`config.mk`:
```
export PLATFORM = sky130hd
export DESIGN_NAME = sekf_front
export DESIGN_NICKNAME = d
export VERILOG_FILES = /design/src/hdl/sekf_pkg.sv /design/src/hdl/sekf_front.sv
export SDC_FILE = /design/constraint.sdc
export NUM_CORES = 1
export LEC_CHECK = 0
export BUFFER_PORTS_ARGS = -buffer_cell sky130_fd_sc_hd__buf_2
export CAP_MARGIN = 15
export CORE_MARGIN = 5
export CORE_UTILIZATION = 40
export DETAILED_ROUTE_END_ITERATION = 16
export GPL_ROUTABILITY_DRIVEN = 0
export SYNTH_ARGS = -nofsm -noshare
export SYNTH_HDL_FRONTEND = slang
export SYNTH_SLANG_ARGS = --single-unit
```
`constraint.sdc`:
```
create_clock -name clk -period 5.9 [get_ports clk]
set_input_delay 0.295 -clock clk [delete_from_list [all_inputs] [get_ports clk]]
set_output_delay 0.295 -clock clk [all_outputs]
set_load 0.005 [all_outputs]
```
`src/hdl/sekf_pkg.sv`:
```
// sekf_pkg: shared types, constants and helpers for the scalar yaw estimator
// no dependencies
package sekf_pkg;

    localparam int CORDIC_STEPS = 16;
    localparam int CSTEPS = (CORDIC_STEPS < 31) ? CORDIC_STEPS : 31;
    localparam int CW = $clog2(CSTEPS + 1);

    localparam logic signed [31:0] ONE_Q = 32'sd65536;
    localparam logic signed [31:0] TWO_PI_Q = 32'sd411775;
    localparam logic signed [31:0] PI_Q = 32'sd205887;
    localparam logic signed [31:0] HALF_PI_Q = 32'sd102944;
    localparam logic signed [31:0] CORDIC_GAIN_Q = 32'sd39798;
    localparam logic signed [31:0] DEG_PER_RAD_Q = 32'sd3754936;
    localparam logic signed [31:0] S32_MAX = 32'sh7fffffff;
    localparam logic signed [31:0] S32_MIN = 32'sh80000000;

    localparam logic [1:0] FUNC_TICK = 2'd0;
    localparam logic [1:0] FUNC_STATE = 2'd1;
    localparam logic [1:0] FUNC_MEAS = 2'd2;

    localparam logic [2:0] ST_LATCHED = 3'd0;
    localparam logic [2:0] ST_INIT = 3'd1;
    localparam logic [2:0] ST_NONE = 3'd2;
    localparam logic [2:0] ST_PRED = 3'd3;
    localparam logic [2:0] ST_CORR = 3'd4;

    localparam logic [2:0] REG_STEP = 3'd0;
    localparam logic [2:0] REG_HITCH = 3'd1;
    localparam logic [2:0] REG_TRAILER = 3'd2;
    localparam logic [2:0] REG_INITVAR = 3'd3;
    localparam logic [2:0] REG_QNOISE = 3'd4;
    localparam logic [2:0] REG_RNOISE = 3'd5;
    localparam logic [2:0] REG_GAIN = 3'd6;

    typedef struct packed {
        logic [1:0]         func;
        logic signed [31:0] linear_velocity;
        logic signed [31:0] angular_velocity;
        logic signed [31:0] measured_yaw;
    } item_t;

    typedef struct packed {
        logic [16:0] step_time;
        logic [30:0] hitch_length;
        logic [30:0] trailer_length;
        logic [30:0] initial_variance;
        logic [30:0] process_noise;
        logic [30:0] measurement_noise;
        logic signed [31:0] measurement_gain;
    } cfg_t;

    function automatic logic signed [31:0] atan_lut(input logic [4:0] i);
        logic signed [31:0] r;
        begin
            unique case (i)
                5'd0: r = 32'sd51472;
                5'd1: r = 32'sd30385;
                5'd2: r = 32'sd16055;
                5'd3: r = 32'sd8150;
                5'd4: r = 32'sd4091;
                5'd5: r = 32'sd2047;
                5'd6: r = 32'sd1024;
                5'd7: r = 32'sd512;
                5'd8: r = 32'sd256;
                5'd9: r = 32'sd128;
                5'd10: r = 32'sd64;
                5'd11: r = 32'sd32;
                5'd12: r = 32'sd16;
                5'd13: r = 32'sd8;
                5'd14: r = 32'sd4;
                5'd15: r = 32'sd2;
                5'd16: r = 32'sd1;
                default: r = 32'sd0;
            endcase
            return r;
        end
    endfunction

    function automatic logic signed [31:0] sat34(input logic signed [33:0] v);
        logic signed [31:0] r;
        begin
            if (v > 34'sh07fffffff)
                r = S32_MAX;
            else if (v < -34'sh080000000)
                r = S32_MIN;
            else
                r = v[31:0];
            return r;
        end
    endfunction

    function automatic logic signed [31:0] sat64(input logic signed [63:0] v);
        logic signed [31:0] r;
        begin
            if (v > 64'sh000000007fffffff)
                r = S32_MAX;
            else if (v < -64'sh0000000080000000)
                r = S32_MIN;
            else
                r = v[31:0];
            return r;
        end
    endfunction

endpackage

```
`src/hdl/sekf_front.sv`:
```
// sekf_front: accepts event items of every kind and queues them, two deep,
// for the back end, which latches state and measurements; uses sekf_pkg
module sekf_front (
    input  logic               clk,
    input  logic               rst_n,
    input  logic               in_valid,
    output logic               in_stall,
    input  sekf_pkg::item_t    in_item,
    output logic               q_valid,
    input  logic               q_take,
    output sekf_pkg::item_t    q_item
);
    import sekf_pkg::*;

    item_t q_reg [2];
    logic [1:0] cnt_reg, cnt_next;
    logic rd_reg, wr_reg;
    logic push, pop;

    assign in_stall = (cnt_reg == 2'd2);
    assign push = in_valid && !in_stall;
    assign q_valid = (cnt_reg != 2'd0);
    assign pop = q_valid && q_take;
    assign q_item = q_reg[rd_reg];

    always_comb
    begin
        cnt_next = cnt_reg + {1'b0, push} - {1'b0, pop};
    end

    always_ff @(posedge clk or negedge rst_n)
    begin
        if (!rst_n)
        begin
            cnt_reg <= 2'd0;
            rd_reg <= 1'b0;
            wr_reg <= 1'b0;
        end
        else
        begin
            cnt_reg <= cnt_next;
            if (push)
                wr_reg <= ~wr_reg;
            if (pop)
                rd_reg <= ~rd_reg;
        end
    end

    always_ff @(posedge clk)
    begin
        if (push)
            q_reg[wr_reg] <= in_item;
    end

    assert property (@(posedge clk) disable iff (!rst_n) cnt_reg != 2'd3)
        else $error("queue count out of range");
    assert property (@(posedge clk) disable iff (!rst_n)
        (cnt_reg == 2'd2 && !pop) |=> cnt_reg == 2'd2)
        else $error("full queue lost an item");
    assert property (@(posedge clk) disable iff (!rst_n)
        (cnt_reg == 2'd0 && push) |=> q_valid)
        else $error("pushed item not visible");
endmodule

```
Word-level counts from Yosys, hierarchy flattened
Memories as Yosys holds them, arrays and structs flattened.
Cells that the tools add are included.
- register bits after elaboration: 4
- RAM bits: 196
- input port bits: 102
- output and inout port bits: 100
- logic and storage cells: 15
- memories: 1
- memories (memory ; depth ; bits a word ; read ports ; clocked after memory_dff ; write ports ; RTL line ; source):
    q_reg ; 2 ; 98 ; 1 ; 0 ; 1 ; sekf_front.sv:15 ; item_t q_reg [2];
- $add $sub $neg: 2
- eq/ne operators: 1
- multiplexer cells: 2
- bitwise logic cells: 2
- reductions and logical operators: 4
- operators by type and width (operator ; count):
    $add A2 B1 Y2 ; 1
    $eq A2 B2 Y1 const B ; 1
    $logic_and A1 B1 Y1 ; 2
    $mux W1 ; 2
    $not A1 Y1 ; 2
    $reduce_bool A2 Y1 ; 1
    $sub A2 B1 Y2 ; 1
    $logic_not A1 Y1 ; 1

Logic depth before layout (Yosys ltp)
- depth after elaboration: 5
- gate-level depth with buffers: 7
- depth with buffers taken out: 7

Worst setup path before layout
No wires, ideal clock.
- kind: reg2reg
- start point: reg cnt_reg[1]
- end point: mem q_reg[0][0] (netlist bit), enable pin
- setup time: 555 ps
- data arrival time: 4668 ps
- data required time: 5345 ps
- setup slack: 676 ps
- cell stages (with the launch flop): 4
- buffers on the path: 0
- clock period less this slack: 5224 ps
- cells stage by stage: dfrtp_1 -> nand2b_1 -> nand2_1 -> nor2_1
- word-level cells in the longest chain between the ends: 5
- ends and longest elaborated chain (item ; RTL line ; source):
    start: declaration ; sekf_front.sv:16 ; logic [1:0] cnt_reg, cnt_next;
    start signal: assignment ; sekf_front.sv:41 ; cnt_reg <= cnt_next;
    $eq A2 B2 Y1 ; sekf_front.sv:20 ; assign in_stall = (cnt_reg == 2'd2);
    $logic_not A1 Y1 ; sekf_front.sv:21 ; assign push = in_valid && !in_stall;
    $logic_and A1 B1 Y1 ; sekf_front.sv:21 ;
    $mux W1 ; sekf_front.sv:51 ; if (push)
    $mux W1 (implied by the code) ; sekf_front.sv:52 ; q_reg[wr_reg] <= in_item;
    end: declaration ; sekf_front.sv:15 ;
No other way between the ends.

==> results.py <==
metrics = {
    "floorplanning": {
        "die_ht_um": 145,
        "ioPinCount": 202,
        "row_count": 49,
        "core-area_um2": 18000,
        "die-area_um2": 21100,
        "start_util_pct": 40.6,
        "die_x_um": 145,
    },
    "route": {
        "drt_iter0_drc": 152,
        "detailroute.via_count": 3704,
        "detail_route.wl_per_cell_um": 18.5,
        "drcViolationCount": 0,
        "wl_um": 14400,
        "post_drt_via_cell_ratio": 4.74,
        "number_of_detailed_routing_iterations_run_before_antenna_repair": 5,
        "drtAntennaViolNets": 0,
    },
    "clocking": {
        "clock-root-buffer": "clkbuf_16",
        "path_clk_slew_ns": 0.07,
        "clk_path_buf_depth": 2,
        "tritoncts.num_buffers": 17,
        "h-tree-depth": 4,
        "tritoncts_clock_tree": "yes",
        "post_cts_resize_count": 0,
        "clkLatencyLatePin_ns": 0.42,
        "post_cts_buffers": 0,
        "clkSinkCount": 200,
    },
    "global_route": {
        "number_of_global_route_vias_before_repair": 4196,
        "largest_net_degree_at_the_start_of_global_routing": 77,
        "grt_usage_pct": 13.3,
        "grt_first_pass_wirelength_um": 22000,
        "grt_remaining_overflow": 0,
        "initial_antenna_violation_count": 5,
    },
    "critical_path": {
        "worstSetupEndpointType": "primary output",
        "critPathKind": "reg2out",
        "timing.critical_path.cells": "buf_4 > mux2_2 > buf_2",
        "timing.critical_path.arrival_ns": 2.59,
        "crit_buf_inv": 2,
        "worst_r2r_startpoint": "cnt_reg[0]",
        "timing.critical_path.max_delay_family": "flip-flops",
        "start_kind": "flop",
        "crit_path_max_incr_delay_ns": 0.84,
        "critical_path_peak_fanout": 58,
        "critical_path_required_ns": 5.61,
        "cp-startpoint": "rd_reg",
        "timing.critical_path.slowest_stage_cell": "dfrtp_4",
    },
    "timing": {
        "post-route-worst-setup-slack_ns": 3.02,
        "tns_ns": 0,
        "max_slew_margin_pct": 28.1,
        "maxClockFrequency_mhz": 347,
        "fin_hold_ws_ns": 0.0626,
        "setup_viol": 0,
        "number_of_pins_with_negative_max_slew_slack_in_the_final_report": 0,
        "hold_viol_final": 0,
        "fin_crit_sh_pct": 48.9,
        "worst-slew-pin-transition_ns": 1.08,
        "fin_skew_ns": 0.00878,
        "unrepaired_setup_endpoints_after_global_routing": "false",
        "final_period_minus_worst_setup_slack_ns": 2.88,
    },
    "finish": {
        "design_area_um2": 9140,
        "layout.filler_cells": 1515,
        "share_of_cells_above_drive_strength_1_pct": 60.7,
        "area_delta_synth_final_pct": 25.2,
        "number_of_flip_flops_under_the_largest_register_name": 196,
        "sequential_cell_area_um2": 5990,
        "stdcell_count": 781,
        "layout.nets": 641,
        "multi_input_area_um2": 1250,
    },
    "synth": {
        "syn-mean-instance-area_um2": 22.6,
        "combined_area_of_all_synthesized_cells_um2": 7300,
        "post_synth_num_cell_types": 16,
        "netlist_instances": 323,
        "yosys_register_bits": 200,
        "yosys_warnings": 0,
        "ys_seq_area_share_pct": 82.0,
        "synthesis.nets": 427,
    },
    "pwr": {
        "power.share.switching_pct": 27.1,
        "pwr_density_cell_nw_per_um2": 475,
        "seq_pwr_share_pct": 47.9,
        "power.share.clock_pct": 25.5,
        "intPower_uw": 3170,
        "leakage_power_uw": 0.00343,
        "p_comb_share_pct": 26.7,
        "power.ir.vdd_worst_uv": 218,
        "p_sw_uw": 1180,
    },
    "placement": {
        "number_of_buffer_cells_added_on_primary_ports": 201,
        "place.detailed.hpwl_um": 9620,
        "count_of_placed_standard_cells_including_taps": 746,
        "detailedPlace.worstSlack_ns": 3.39,
        "dp_area_um2": 8570,
    },
    "run_status": {
        "status": "finished, final reports clean",
    },
    "worst_hold_path": {
        "worstHoldStart": "in_item[22]",
        "hold_path_class": "in2reg",
    },
    "job": {
        "cap_viol_max_count": 0,
    },
}
[cell type report]
type / count / share of cell area (%)
diodes: 2 / 0.0547
clock buffers: 20 / 4.78
clock inverters: 12 / 1.36
inverters: 2 / 0.0821
multi-input cells: 110 / 13.6
flip-flops and latches: 200 / 65.5
well taps: 229 / 3.13
repair buffers: 206 / 11.4
[synthesized netlist by cell type]
cell type,number,area share [%]
dfrtp_1,4,1.4
edfxtp_1,196,81
buf_2,8,0.55
mux2_4,10,2.1
or2_2,1,0.086
buf_6,3,0.46
and3_1,1,0.086
inv_1,2,0.10
and2_1,1,0.086
nor2_1,1,0.051
ha_1,2,0.34
mux2_2,88,14
nand2b_1,1,0.086
xor2_1,1,0.12
nand2_1,1,0.051
xnor2_1,3,0.36
[worst paths after layout]
| check | endpoint | slack [ns] | cells after the start |
|---|---|---|---|
| worst max register to register | q_reg[1][86] | 3.60 | 3 |
| min in group asynchronous | cnt_reg[0] | 0.26 | 2 |
| worst max-delay path | q_item[7] | 3.02 | 3 |
| max in group asynchronous | rd_reg | 5.49 | 2 |
| worst min register to register | wr_reg | 0.56 | 1 |
| worst min-delay path | q_reg[0][22] | 0.06 | 1 |
[placed cells by master (no fill, tap or decap)]
cell type	count
buf_2	201
clkinv_2	3
edfxtp_1	196
clkinvlp_4	2
clkinv_1	2
buf_4	4
nor2_4	1
or2_2	1
nand2b_1	1
bufinv_16	2
mux2_2	88
nand2_1	1
dfrtp_4	1
dfrtp_1	3
clkinv_4	1
xor2_1	1
inv_1	2
inv_6	2
and3_4	1
diode_2	2
ha_1	2
dlygate4sd3_1	1
clkbuf_16	17
mux2_4	10
and2_1	1
clkbuf_1	3
xnor2_1	3
[kinds of logic after synthesis]
group                      count (synthesis)  share of synthesized area (%)
xor gates and xnor gates                   4                          0.480
DFF                                      200                           82.0
muxes                                     98                           15.6
and+or+nand+nor                            6                          0.446
buffers and inverters                     13                           1.11
adders and majority gates                  2                          0.343
[layer usage]
metal	part of all wire, %	GRT usage [%]
met1	39	15.0
met2	52	23.2
met3	7.5	5.46
met4	1.1	4.06
met5	0.28	0
[power groups by stage]
stage / Combinational [uW] / Clock [uW] / Sequential [uW]
after floorplan: 757 / 0 / 2060
after global placement: 1180 / 0 / 2100
after detailed placement: 1190 / 0 / 2120
after CTS: 1200 / 1140 / 2090
after global routing: 1280 / 1200 / 2110
final: 1160 / 1110 / 2080
[through the flow]
step | total power (uW) | utilization, %
after CTS | 4430 | 50.9
final | 4340 | 50.9
after detailed placement | 3310 | 47.7
after floorplan | 2820 | -
after global routing | 4580 | 50.9
after global placement | 3280 | 47.7
[worst register-to-register path, stage by stage (launching register included)]
cell	delay [ns]
dfrtp_1	0.38
nand2b_1	0.16
and3_4	0.42
buf_4	0.82
[what timing repair did]
item / CTS / global route
endpoints found under the setup margin: 0 / 0
endpoints found under the hold margin: 4 / 0
hold buffers: 1 / 0
(Power assumes the default switching activity.)
