## src/hdl/sekf_pkg.sv

```systemverilog
// sekf_pkg: shared types, constants and helpers for the scalar yaw estimator
// no dependencies
package sekf_pkg;

    localparam int CORDIC_STEPS = 16;
    localparam int CSTEPS = (CORDIC_STEPS < 31) ? CORDIC_STEPS : 31;
    localparam int CW = $clog2(CSTEPS + 1);

    localparam logic signed [31:0] ONE_Q = 32'sd65536;
    localparam logic signed [31:0] TWO_PI_Q = 32'sd411775;
    localparam logic signed [31:0] PI_Q = 32'sd205887;
    localparam logic signed [31:0] HALF_PI_Q = 32'sd102944;
    localparam logic signed [31:0] CORDIC_GAIN_Q = 32'sd39798;
    localparam logic signed [31:0] DEG_PER_RAD_Q = 32'sd3754936;
    localparam logic signed [31:0] S32_MAX = 32'sh7fffffff;
    localparam logic signed [31:0] S32_MIN = 32'sh80000000;

    localparam logic [1:0] FUNC_TICK = 2'd0;
    localparam logic [1:0] FUNC_STATE = 2'd1;
    localparam logic [1:0] FUNC_MEAS = 2'd2;

    localparam logic [2:0] ST_LATCHED = 3'd0;
    localparam logic [2:0] ST_INIT = 3'd1;
    localparam logic [2:0] ST_NONE = 3'd2;
    localparam logic [2:0] ST_PRED = 3'd3;
    localparam logic [2:0] ST_CORR = 3'd4;

    localparam logic [2:0] REG_STEP = 3'd0;
    localparam logic [2:0] REG_HITCH = 3'd1;
    localparam logic [2:0] REG_TRAILER = 3'd2;
    localparam logic [2:0] REG_INITVAR = 3'd3;
    localparam logic [2:0] REG_QNOISE = 3'd4;
    localparam logic [2:0] REG_RNOISE = 3'd5;
    localparam logic [2:0] REG_GAIN = 3'd6;

    typedef struct packed {
        logic [1:0]         func;
        logic signed [31:0] linear_velocity;
        logic signed [31:0] angular_velocity;
        logic signed [31:0] measured_yaw;
    } item_t;

    typedef struct packed {
        logic [16:0] step_time;
        logic [30:0] hitch_length;
        logic [30:0] trailer_length;
        logic [30:0] initial_variance;
        logic [30:0] process_noise;
        logic [30:0] measurement_noise;
        logic signed [31:0] measurement_gain;
    } cfg_t;

    function automatic logic signed [31:0] atan_lut(input logic [4:0] i);
        logic signed [31:0] r;
        begin
            unique case (i)
                5'd0: r = 32'sd51472;
                5'd1: r = 32'sd30385;
                5'd2: r = 32'sd16055;
                5'd3: r = 32'sd8150;
                5'd4: r = 32'sd4091;
                5'd5: r = 32'sd2047;
                5'd6: r = 32'sd1024;
                5'd7: r = 32'sd512;
                5'd8: r = 32'sd256;
                5'd9: r = 32'sd128;
                5'd10: r = 32'sd64;
                5'd11: r = 32'sd32;
                5'd12: r = 32'sd16;
                5'd13: r = 32'sd8;
                5'd14: r = 32'sd4;
                5'd15: r = 32'sd2;
                5'd16: r = 32'sd1;
                default: r = 32'sd0;
            endcase
            return r;
        end
    endfunction

    function automatic logic signed [31:0] sat34(input logic signed [33:0] v);
        logic signed [31:0] r;
        begin
            if (v > 34'sh07fffffff)
                r = S32_MAX;
            else if (v < -34'sh080000000)
                r = S32_MIN;
            else
                r = v[31:0];
            return r;
        end
    endfunction

    function automatic logic signed [31:0] sat64(input logic signed [63:0] v);
        logic signed [31:0] r;
        begin
            if (v > 64'sh000000007fffffff)
                r = S32_MAX;
            else if (v < -64'sh0000000080000000)
                r = S32_MIN;
            else
                r = v[31:0];
            return r;
        end
    endfunction

endpackage

```

## src/hdl/sekf_cfg.sv

```systemverilog
// sekf_cfg: configuration register bank with reset values
// uses sekf_pkg
module sekf_cfg (
    input  logic              clk,
    input  logic              rst_n,
    input  logic              cfg_we,
    input  logic [2:0]        cfg_index,
    input  logic [31:0]       cfg_data,
    output sekf_pkg::cfg_t    cfg
);
    import sekf_pkg::*;

    cfg_t cfg_reg;
    assign cfg = cfg_reg;

    always_ff @(posedge clk or negedge rst_n)
    begin
        if (!rst_n)
        begin
            cfg_reg.step_time <= 17'd2184;
            cfg_reg.hitch_length <= 31'd65536;
            cfg_reg.trailer_length <= 31'd65536;
            cfg_reg.initial_variance <= 31'd65536;
            cfg_reg.process_noise <= 31'd655;
            cfg_reg.measurement_noise <= 31'd6554;
            cfg_reg.measurement_gain <= 32'sd65536;
        end
        else if (cfg_we)
        begin
            unique case (cfg_index)
                REG_STEP: cfg_reg.step_time <= cfg_data[16:0];
                REG_HITCH: cfg_reg.hitch_length <= cfg_data[30:0];
                REG_TRAILER: cfg_reg.trailer_length <= cfg_data[30:0];
                REG_INITVAR: cfg_reg.initial_variance <= cfg_data[30:0];
                REG_QNOISE: cfg_reg.process_noise <= cfg_data[30:0];
                REG_RNOISE: cfg_reg.measurement_noise <= cfg_data[30:0];
                REG_GAIN: cfg_reg.measurement_gain <= cfg_data;
                default: ;
            endcase
        end
    end
endmodule

```

## config.mk

```make
export PLATFORM = sky130hd
export DESIGN_NAME = sekf_cfg
export DESIGN_NICKNAME = d
export VERILOG_FILES = /design/src/hdl/sekf_pkg.sv /design/src/hdl/sekf_cfg.sv
export SDC_FILE = /design/constraint.sdc
export NUM_CORES = 1
export LEC_CHECK = 0
export ABC_AREA = 1
export BUFFER_PORTS_ARGS = -buffer_cell sky130_fd_sc_hd__buf_2
export CAP_MARGIN = 20
export CORE_MARGIN = 3
export CORE_UTILIZATION = 45
export CTS_BUF_LIST = sky130_fd_sc_hd__clkbuf_16
export DETAILED_ROUTE_END_ITERATION = 16
export GPL_TIMING_DRIVEN = 0
export PLACE_DENSITY = 0.83
export RECOVER_POWER = 25
export SETUP_SLACK_MARGIN = 0.4
export SYNTH_ARGS = -nofsm -noshare
export SYNTH_HDL_FRONTEND = slang
export SYNTH_SLANG_ARGS = --single-unit
export TNS_END_PERCENT = 30
```

## constraint.sdc

```tcl
create_clock -name clk -period 2.7 [get_ports clk]
set_clock_uncertainty 0.2 [all_clocks]
set_input_delay 0.27 -clock clk [delete_from_list [all_inputs] [get_ports clk]]
set_output_delay 0.27 -clock clk [all_outputs]
set_load 0.01 [all_outputs]
```

### Word-level counts from Yosys, hierarchy flattened

Index checks and enable logic that the tools add are counted.

| operators by class | value |
|---|---|
| reduce and logical (&&, ||, !) cells | 8 |
| eq/ne operators | 6 |

Operators by type and width:

| cell | number |
|---|---|
| 2-bit AND reduction | 7 |
| 3-bit == test (second input constant) | 3 |
| 3-bit by 2-bit == test with 1-bit output (second input constant) | 2 |
| 3-bit by 1-bit == test with 1-bit output (second input constant) | 1 |
| 3-bit zero test | 1 |

| word-level totals | value |
|---|---|
| output and inout bits | 204 |
| register bits after elaboration | 204 |

### Longest topological paths before layout

Gate-level depths: netlist of the first run.

| depth | value |
|---|---|
| depth in word-level cells | 2 |
| mapped depth | 7 |

### Worst setup path before layout of the first run

No wires, ideal clock.

| path | value |
|---|---|
| path type | input -> register |
| start point | input cfg_we |
| end point | register cfg_reg, in the netlist cfg[187] |
| setup slack | 1.399 ns |
| stages on the path | 7 |
| data arrival time | 0.984 ns |
| buffers on the path | 2 |
| cells stage by stage | inv_1 > nor2_1 > buf_2 > nand2_1 > buf_2 > nand2_1 > nand2_1 |

| on the way | value |
|---|---|
| cells in the longest elaborated chain, start to end | 1 |

RTL lines:

| element | RTL line | text |
|---|---|---|
| start, declared | sekf_cfg.sv:6 | `input logic cfg_we,` |
| 2-bit AND reduction (no line) | - |  |
| end, declared | sekf_cfg.sv:13 | `cfg_t cfg_reg;` |

No other way between the ends.
A chain may end at the register's enable or synchronous reset.

### Worst setup path in the final report of the first run

| path | value |
|---|---|
| start point | input cfg_index[0] |
| end point | register cfg_reg, in the netlist cfg[12] |

| on the way | value |
|---|---|
| cells in the longest elaborated chain, start to end | 2 |

RTL lines:

| element | RTL line | text |
|---|---|---|
| start, declared | sekf_cfg.sv:7 | `input logic [2:0] cfg_index,` |
| 3-bit == test | sekf_cfg.sv:30 | `unique case (cfg_index)` |
| 2-bit AND reduction (no line) | - |  |

No other way between the ends.

==> summary by stage, run 1 <==
Power and ir drop
The proportion of power drawn by flip-flops and latches is 0.449. The internal portion of total power is 6.25 mW. The part of the power in the clock network is 0.354. The total design power is 8.92 mW. Power spread over the standard cell area amounts to 855 nW/um^2.

The share of total power dissipated in combinational logic is 0.197. In this run the power spent charging and discharging nets is 2.67 mW. The static leakage is 5.82 nW.

The peak supply drop is 0.000667 V. Of the total power, the share spent switching nets is 0.299.

Placed design
The wire-length estimate of the detail-placed layout is 17100 um. The final RePlAce weighted congestion is 0.827. The quantity of I/O buffers inserted on ports is 241. In this run the cell area measured after placement is 9400 um^2. The worst setup slack after placement is 0.714 ns.

Yosys
Sorting the synthesized cells by area gives the leading types as dfrtp_1 58%, nand2_1 24%, nand3_1 7.0%. In this run, distinct cell masters in the synthesized netlist total 12. During synthesis, Yosys emitted a total of 0 warnings. The share of flip-flops with an asynchronous set or reset is 1.00. The synthesis-stage register bit count is 204. The most numerous cell in the Yosys netlist is nand2_1. Of the synthesized area, sequential elements account for 0.651.

The most used flip-flop cell after synthesis is dfrtp_1. In the synthesized netlist, the cells that appear most often are 514 x nand2_1, 184 x dfrtp_1, 110 x nand3_1, 33 x clkbuf_1, 20 x dfstp_2. The area share of the leading cell type in the synthesized netlist is 0.585.

The netlist area before placement is 7880 um^2. The synthesized design spends more area on one cell type than any other, namely dfrtp_1. The mean instance size in the synthesized netlist is 8.83 um^2. The cell count after synthesis came out at 892.

The total nets after synthesis is 930. Counting flops with a built-in enable in the synthesized netlist gives 0.

Floorplanning
In this run the core area contains 47 standard-cell rows. The I/O pin count is 242. For this configuration, the core starts out at a cell density of 0.467. The floorplan step set the die width to 138 um. The floorplan step defined a die boundary enclosing 19100 um^2. The die extent in y is 138 um. The core area is 16900 um^2.

CTS
The tree is rooted in a clkbuf_16. The TritonCTS clock tree is yes. Post-CTS timing repair inserted 0 buffers for setup. The number of buffers between clock root and the deepest sink is 3. The number of buffers inserted for hold repair after clock tree synthesis is 35. In this run, post-CTS repair resized a total of 0 instances. CTS built an H-tree with a depth of 1.

Clock-pin slew was measured on the worst setup and hold paths at 0.06 ns. The sink count of the clock tree is 204. The number of buffers created by CTS is 22. The worst-skew pair later-pin latency is 0.49 ns.

Final layout
Relative to the synthesized area, the layout overhead comes to 32.4%. The count of nets after finishing is 1231. Of the cells placed in the final design, the portion with a size suffix greater than 1 is 0.216. The antenna diode instance count is 0. After routing the design area is 10400 um^2. The flip-flop count of the largest register after layout is 204.

Worst setup path
Traced cell by cell, the critical path runs through dlygate4sd3_1 > clkbuf_1 > inv_2 > nand2_1 > nor2_1 > clkbuf_1 > nand2_1 > nand2_1. The most numerous cell type found on the critical path is nand2_1. The cell with the largest stage delay on the worst path is dlygate4sd3_1. The worst setup path is launched from an input port.

The worst setup path is captured at a flip-flop. The worst endpoint data arrival time is 2.39 ns. In this run the worst path has a maximum fanout of 10. At the worst endpoint, the required time is 2.92 ns. The start-to-end type of the worst setup path is in -> reg. The critical path contains buffers and inverters numbering 4 combined.

On the critical path the largest part of the delay comes from buffers and inverters. The largest incremental delay on the critical path is 0.56 ns.

Detailed routing
The post-detailed-route via-to-cell ratio is 5.14. The number of nets with antenna violations after detailed routing is 0. The pre-antenna-repair detailed-routing pass consisted of 5 iterations. The final routed wirelength across all metal layers is 25500 um. The starting DRC count in detailed routing is 535.

Dividing the detail-routed wire length by the instance count gives 17.8 um. For this run, design rule violations remaining after detail routing come to 0. Summing over every cut layer, the via total after detailed routing is 7340.

Hold path
In this run the worst hold path is classified as in -> reg.

STA
The post-route fraction of the period consumed by the critical path is 0.803. The clock period minus final worst setup slack is 2.17 ns. The minimum setup slack in the final design is 0.533 ns.

The worst pin sits at a relative slew slack of 0.0977. The max-slew violation count is 0. Setup repair after global routing left no endpoint under its margin. Setup violations remaining at the end of the flow were counted as 0. The transition time at the pin with the least slew margin is 1.35 ns. The hold violation total from the final report is 0. Based on the critical path, the design can be clocked at up to 0.461 GHz.

Global route
The global-route congestion overflow total is 0. In the global route stage, overall resource usage came out at 0.260. Entering global routing, the biggest net connects 108 pins. The number of antenna violations at the first check in global routing is 0. The wire length of the first global-routing pass is 40400 um. The number of global-route vias before repair is 7278.

Run status
The flow ran to the end, and the final reports show no timing, DRC or antenna violations.

Flow run
Max-cap violations in this run came to 0.
-- worst min-delay path: stages --
cell and delay [ns]:
buf_2 0.11, nand2_1 0.06, nor2_1 0.11, nand2_1 0.08
nand2_1 0.05
-- power by group through the flow --
| stage | sequential, mW | clock, mW | combinational (mW) |
|---|---|---|---|
| 3_3_place_gp | 4.01 | 0 | 1.70 |
| 4_1_cts | 3.99 | 3.19 | 1.81 |
| 6_report | 4.01 | 3.16 | 1.76 |
| 3_5_place_dp | 4.03 | 0 | 1.77 |
| 2_1_floorplan | 4.29 | 0 | 0.523 |
| 5_1_grt | 4.07 | 3.33 | 1.95 |
-- layout make-up --
type,count,area (um^2)
Inverter,6,22.5
Buffer,51,213
Clock inverter,17,186
Fill cell,1420,6450
Multi-Input combinational cell,631,2510
Tap cell,220,275
Sequential cell,204,5130
Clock buffer,23,576
Timing Repair Buffer,277,1520
-- cells by family after synthesis --
family | share of synthesized area
and+or+nand+nor | 0.319
DFF | 0.651
buffers and inverters | 0.0299
-- metrics by stage --
stage          setup TNS, ns  hold slack [ns]  utilization  std cells
2_1_floorplan              0           -0.226            -        892
3_3_place_gp         -416.69            0.248        0.554       1353
3_5_place_dp               0            0.145        0.557       1354
4_1_cts                    0           0.0289        0.623       1429
5_1_grt                    0           0.0636        0.618       1429
6_report                   0           0.0377        0.618       1429
-- routing by layer --
metal,global-route usage,part of all wire
met3,0.0604,0.089
met4,0.0889,0.030
met1,0.353,0.41
met5,0,0
met2,0.416,0.47
-- path summary, 6_finish.rpt --
check                            to  slack (ns)          from  cells after the start
min                        cfg[124]        0.04        cfg_we                      5
max reg2reg                 cfg[64]        1.76       cfg[64]                      2
min in group asynchronous  cfg[134]        0.44         rst_n                      2
max in group asynchronous   cfg[16]        0.73         rst_n                      3
max                         cfg[12]        0.53  cfg_index[0]                      8
min reg2reg                 cfg[72]        0.26       cfg[72]                      2
-- cell usage in the layout, fill, tap and decap left out --
master	count
nor2_2	1
clkinv_1	3
buf_16	1
dfrtp_1	184
nand2_1	514
clkinvlp_4	3
buf_4	1
inv_2	3
inv_1	5
clkbuf_1	88
dlygate4sd3_1	35
bufinv_16	4
nand3_1	110
dfstp_2	20
nor2_1	6
clkinv_2	5
buf_1	3
buf_2	199
clkbuf_16	23
clkbuf_4	1
Power figures use the tool's default switching activity.
==> run 2, diff against run 1 <==
--- a/config.mk
+++ b/config.mk
@@ -5,7 +5,7 @@
 export SDC_FILE = /design/constraint.sdc
 export NUM_CORES = 1
 export LEC_CHECK = 0
-export ABC_AREA = 1
+export ABC_AREA = 0
 export BUFFER_PORTS_ARGS = -buffer_cell sky130_fd_sc_hd__buf_2
 export CAP_MARGIN = 20
 export CORE_MARGIN = 3
@@ -13,7 +13,7 @@
 export CTS_BUF_LIST = sky130_fd_sc_hd__clkbuf_16
 export DETAILED_ROUTE_END_ITERATION = 16
 export GPL_TIMING_DRIVEN = 0
-export PLACE_DENSITY = 0.83
+export PLACE_DENSITY = 0.87
 export RECOVER_POWER = 25
 export SETUP_SLACK_MARGIN = 0.4
 export SYNTH_ARGS = -nofsm -noshare
==> constraint.sdc (replaced) <==
create_clock -name clk -period 1.9 [get_ports clk]
set_clock_uncertainty 0.2 [all_clocks]
set_input_delay 0.19 -clock clk [delete_from_list [all_inputs] [get_ports clk]]
set_output_delay 0.19 -clock clk [all_outputs]
set_load 0.01 [all_outputs]
==> run 2 against run 1 <==
Compared with the run above:
- the run now ends with hold timing left
- die area is 3.0% lower
- critical path depth is 4 lower
- highest routed layer unchanged
- first-iteration DRC count is 79% lower
- register-to-register slack worse by 0.91 ns
- area after synthesis is 3.2% lower
- non-clock buffer count is 31 lower
- synthesized cell count is 51% lower
- clock power is 28% higher
==> summary by stage, run 2 <==
Detailed routing
The post-route DRC violation count is 0 (unchanged). The average wire per cell in the routed design is 20.4 um (+14%). The final routed wirelength across all metal layers came to 19700 um (-23%). The via count of the routed design is 4947 (-33%). The first-pass iteration count of the detailed router is 4 (-1). The starting DRC count in detailed routing was 113 (-79%). The post-detailed-route via-to-cell ratio was 5.11 (-0.50%). The number of nets with antenna violations after detailed routing is 0 (unchanged).

CTS
The worst-skew pair later-pin latency is 0.48 ns (about the same). The clock slew seen by the registers of the worst setup and hold paths was 0.06 ns (about the same). The number of buffers created by CTS is 22 (unchanged). The sink count of the clock tree is 204 (unchanged). In this run the clock root is driven by a clkbuf_16. TritonCTS built the clock tree. The number of buffers between clock root and the deepest sink was 3 (unchanged). The number of buffers inserted for hold repair after clock tree synthesis is 33 (-5.7%). The H-tree depth came to 1 (unchanged).

Worst setup path
The count of cells along the worst register-to-register path came to 2 (unchanged). The cell with the largest stage delay on the worst path is nor4b_4. Tracing the worst setup path back leads to its startpoint at cfg_index[0]. The worst setup slack for register-to-register paths is 0.85 ns (-0.91 ns). Traced cell by cell, the critical path runs through clkbuf_1 > nor4b_4 > buf_6 > mux2_2. The data required time of the worst path came to 2.11 ns (-0.81 ns).

The worst endpoint data arrival time is 1.79 ns (-0.60 ns). The start-to-end type of the worst setup path is in -> reg. In this run the critical register-to-register path is launched from cfg[35].

The category of the worst setup path launch point is an input port. The nature of the critical path endpoint is a flip-flop. Following the worst setup path forward leads to its endpoint at cfg[198]. The largest incremental delay on the critical path is 0.77 ns (+0.21 ns).

The endpoint identified for the worst register-to-register timing path is cfg[35]. The maximum fanout encountered on the critical timing path is 10 (unchanged).

Final layout
The post-route cell area is 10300 um^2 (-0.91%). The library cells used most frequently in the layout, excluding fill and tap cells, are 231 x buf_2, 186 x mux2_2, 184 x dfrtp_1. The share of post-route cells with drive strength above 1 is 0.665 (+0.449).

The fraction of the core area covered by cells at the end of the flow is 0.637 (+0.0188). The antenna diode instance count is 0 (unchanged). The area growth from synthesis to layout is 35.5%. The count of nets after finishing is 774 (-37%). The library cell used most frequently in the layout, excluding fill and tap cells, is buf_2. The number of standard cells in the layout, taps in and fillers out is 968 (-32%).

The flip-flop count of the largest register after layout came to 204 (unchanged).

Floorplanning
The starting density of the core is 0.470 (+0.00318). The area enclosed by the die boundary came to 18500 um^2 (-3.0%). The die extent in y came to 136 um (-1.5%). The cell row count is 46 (-2.1%). The I/O pin count is 242 (unchanged). The core area is 16200 um^2 (-3.8%).

The horizontal die dimension was 136 um (-1.5%).

Yosys
mux2_2 is the most common cell in the netlist. By count the netlist is led by 194 x mux2_2, 184 x dfrtp_1, 20 x buf_2, 20 x dfstp_2, 10 x mux2_1. Sorting the synthesized cells by area gives the leading types as dfrtp_1 60%, mux2_2 29%, dfstp_2 6.9%. The most used flip-flop cell after synthesis is dfrtp_1. The synthesis-stage register bit count is 204 (unchanged). The biggest area contributor in the post-synthesis netlist is dfrtp_1. The number of distinct library cells after synthesis is 9 (-3). The number of instances in the synthesized netlist is 436 (-51%). The number of warnings issued by yosys is 0 (unchanged). The sequential area share after synthesis is 0.673 (+0.0214). The share of flip-flops with an asynchronous set or reset is 1.00 (unchanged).

The number of enable flip-flop cells after synthesis is 0 (unchanged). The netlist area before placement came to 7630 um^2 (-3.2%). The total nets after synthesis is 474 (-49%). The mean instance size in the synthesized netlist is 17.5 um^2 (+98%). The area share of the leading cell type in the synthesized netlist is 0.604 (+0.0192).

Hold path
The hold path startpoint is cfg_index[1]. The hold-critical path depth is 3 (-2). The worst min-delay path category is in -> reg.

Power and ir drop
The total design power is 12.9 mW (+45%). The net switching power figure is 3.56 mW (+33%). The static leakage is 4.96 nW (-15%). The combinational power share came to 0.230 (+0.033). The switching share of total power is 0.275 (-0.0239). The internal portion of total power is 9.37 mW (+50%). The part of the power in the clock network is 0.313 (-0.041). The ratio of total power to cell area came to 1250 nW/um^2 (+46%). The proportion of power drawn by flip-flops and latches is 0.457 (+0.008). The peak supply drop is 0.000717 V (+7.5%).

Run status
The flow ran to the end, but the final reports show violations. The final reports fail on hold timing.

STA
The transition time at the pin with the least slew margin is 0.841 ns (-0.512 ns). The minimum setup slack in the final design is 0.324 ns (-0.209 ns). The post-route setup TNS is 0 ns (unchanged). The hold violation total from the final report is 7 (+7). The final hold slack is -0.0461 ns (-0.0838 ns).

Setup repair after global routing could not meet its margin everywhere. The total setup violations reported at the end of the flow was 0 (unchanged). The clock period could shrink to 1.58 ns. For this run, the top clock speed supported by timing is 0.634 GHz. The max-slew violation count is 0 (unchanged). The headroom to the max-slew limit is 0.437 (+0.339). In the finished design, the share of the clock period the worst path needs comes to 0.830.

Global route
The wire length of the first global-routing pass was 30000 um (-26%). The number of global-route vias before repair is 5415 (-26%). The total track usage came to 0.208 (-0.0524). The global-route congestion overflow total is 0 (unchanged). The pin count of the biggest net entering global routing is 113 (+4.6%). The number of antenna violations at the first check in global routing is 0 (unchanged).

Placed design
The final RePlAce weighted congestion is 0.767 (-7.3%). The quantity of I/O buffers inserted on ports is 239 (-0.83%). The worst setup slack after placement is -0.143 ns (-0.858 ns). The placed wire-length estimate after detailed placement is 13500 um (-21%). The placed standard-cell area is 9180 um^2 (-2.3%).

The cell count after placement was 892 (-34%).

Flow run
The number of violations of the max-capacitance limit was 0 (unchanged).
-- run 2: cell count changes in the layout (fill, tap and decap cells not counted), moves of 4 or more --
cell	delta
mux2_2	+186
buf_4	+4
mux2_1	+9
mux2_4	+9
buf_6	+16
clkbuf_1	-80
nor2_1	-6
inv_1	+6
nand2_1	-514
nand3_1	-110
clkinv_2	-4
buf_2	+32
-- run 2: worst min path at each step --
stage / endpoint / slack [ns]
3_3_place_gp: cfg[31] / 0.24
5_1_grt: cfg[193] / -0.07
2_1_floorplan: cfg[0] / -0.31
6_report: cfg[193] / -0.05
4_1_cts: cfg[193] / -0.06
3_5_place_dp: cfg[105] / 0.03
-- run 2: power groups by stage --
stage	combinational [mW]	clock, mW	sequential (mW)
floorplan	0.923	0	6.36
CTS	3.00	4.14	5.90
global placement	2.73	0	5.87
detailed placement	2.85	0	5.94
finish	2.98	4.05	5.90
global route	3.19	4.35	6.01
-- run 2: per-layer routing --
metal	GRT usage	vias to the layer above	wire length (um)
li1	-	2167	-
met1	0.255	2558	7920
met2	0.365	183	10100
met3	0.0485	39	1300
met4	0.0627	0	442
met5	0	-	0
-- run 2: cell families (layout without fill, tap and decap cells) --
logic type             count (synthesis)  in the layout  share of synthesized area
buffers and inverters                 21            337                     0.0146
flip-flops                           204            204                      0.673
multiplexers                         204            204                      0.301
AND/OR/NAND/NOR                        7              7                     0.0115
-- run 2: layout make-up --
class                   instances  area, um^2
plain buffers                  21         123
clock buffers                  23         576
clock inverters                17         118
fillers                      1142        5900
multi-input cells             211        2420
flip-flops and latches        204        5130
well taps                     216         270
repair buffers                276        1700
-- run 2: what timing repair did --
action	4_1_cts	5_1_grt
hold endpoints to repair	296	7
pin swaps	0	0
setup buffers	2	0
resized for setup	15	2
cloned	0	1
setup endpoints to repair	30	142
-- run 2: critical path: cells and delay by family --
kind	cells	cell delay (ns)
and+or+nand+nor	1	0.77
buffers and inverters	2	0.45
muxes	1	0.36
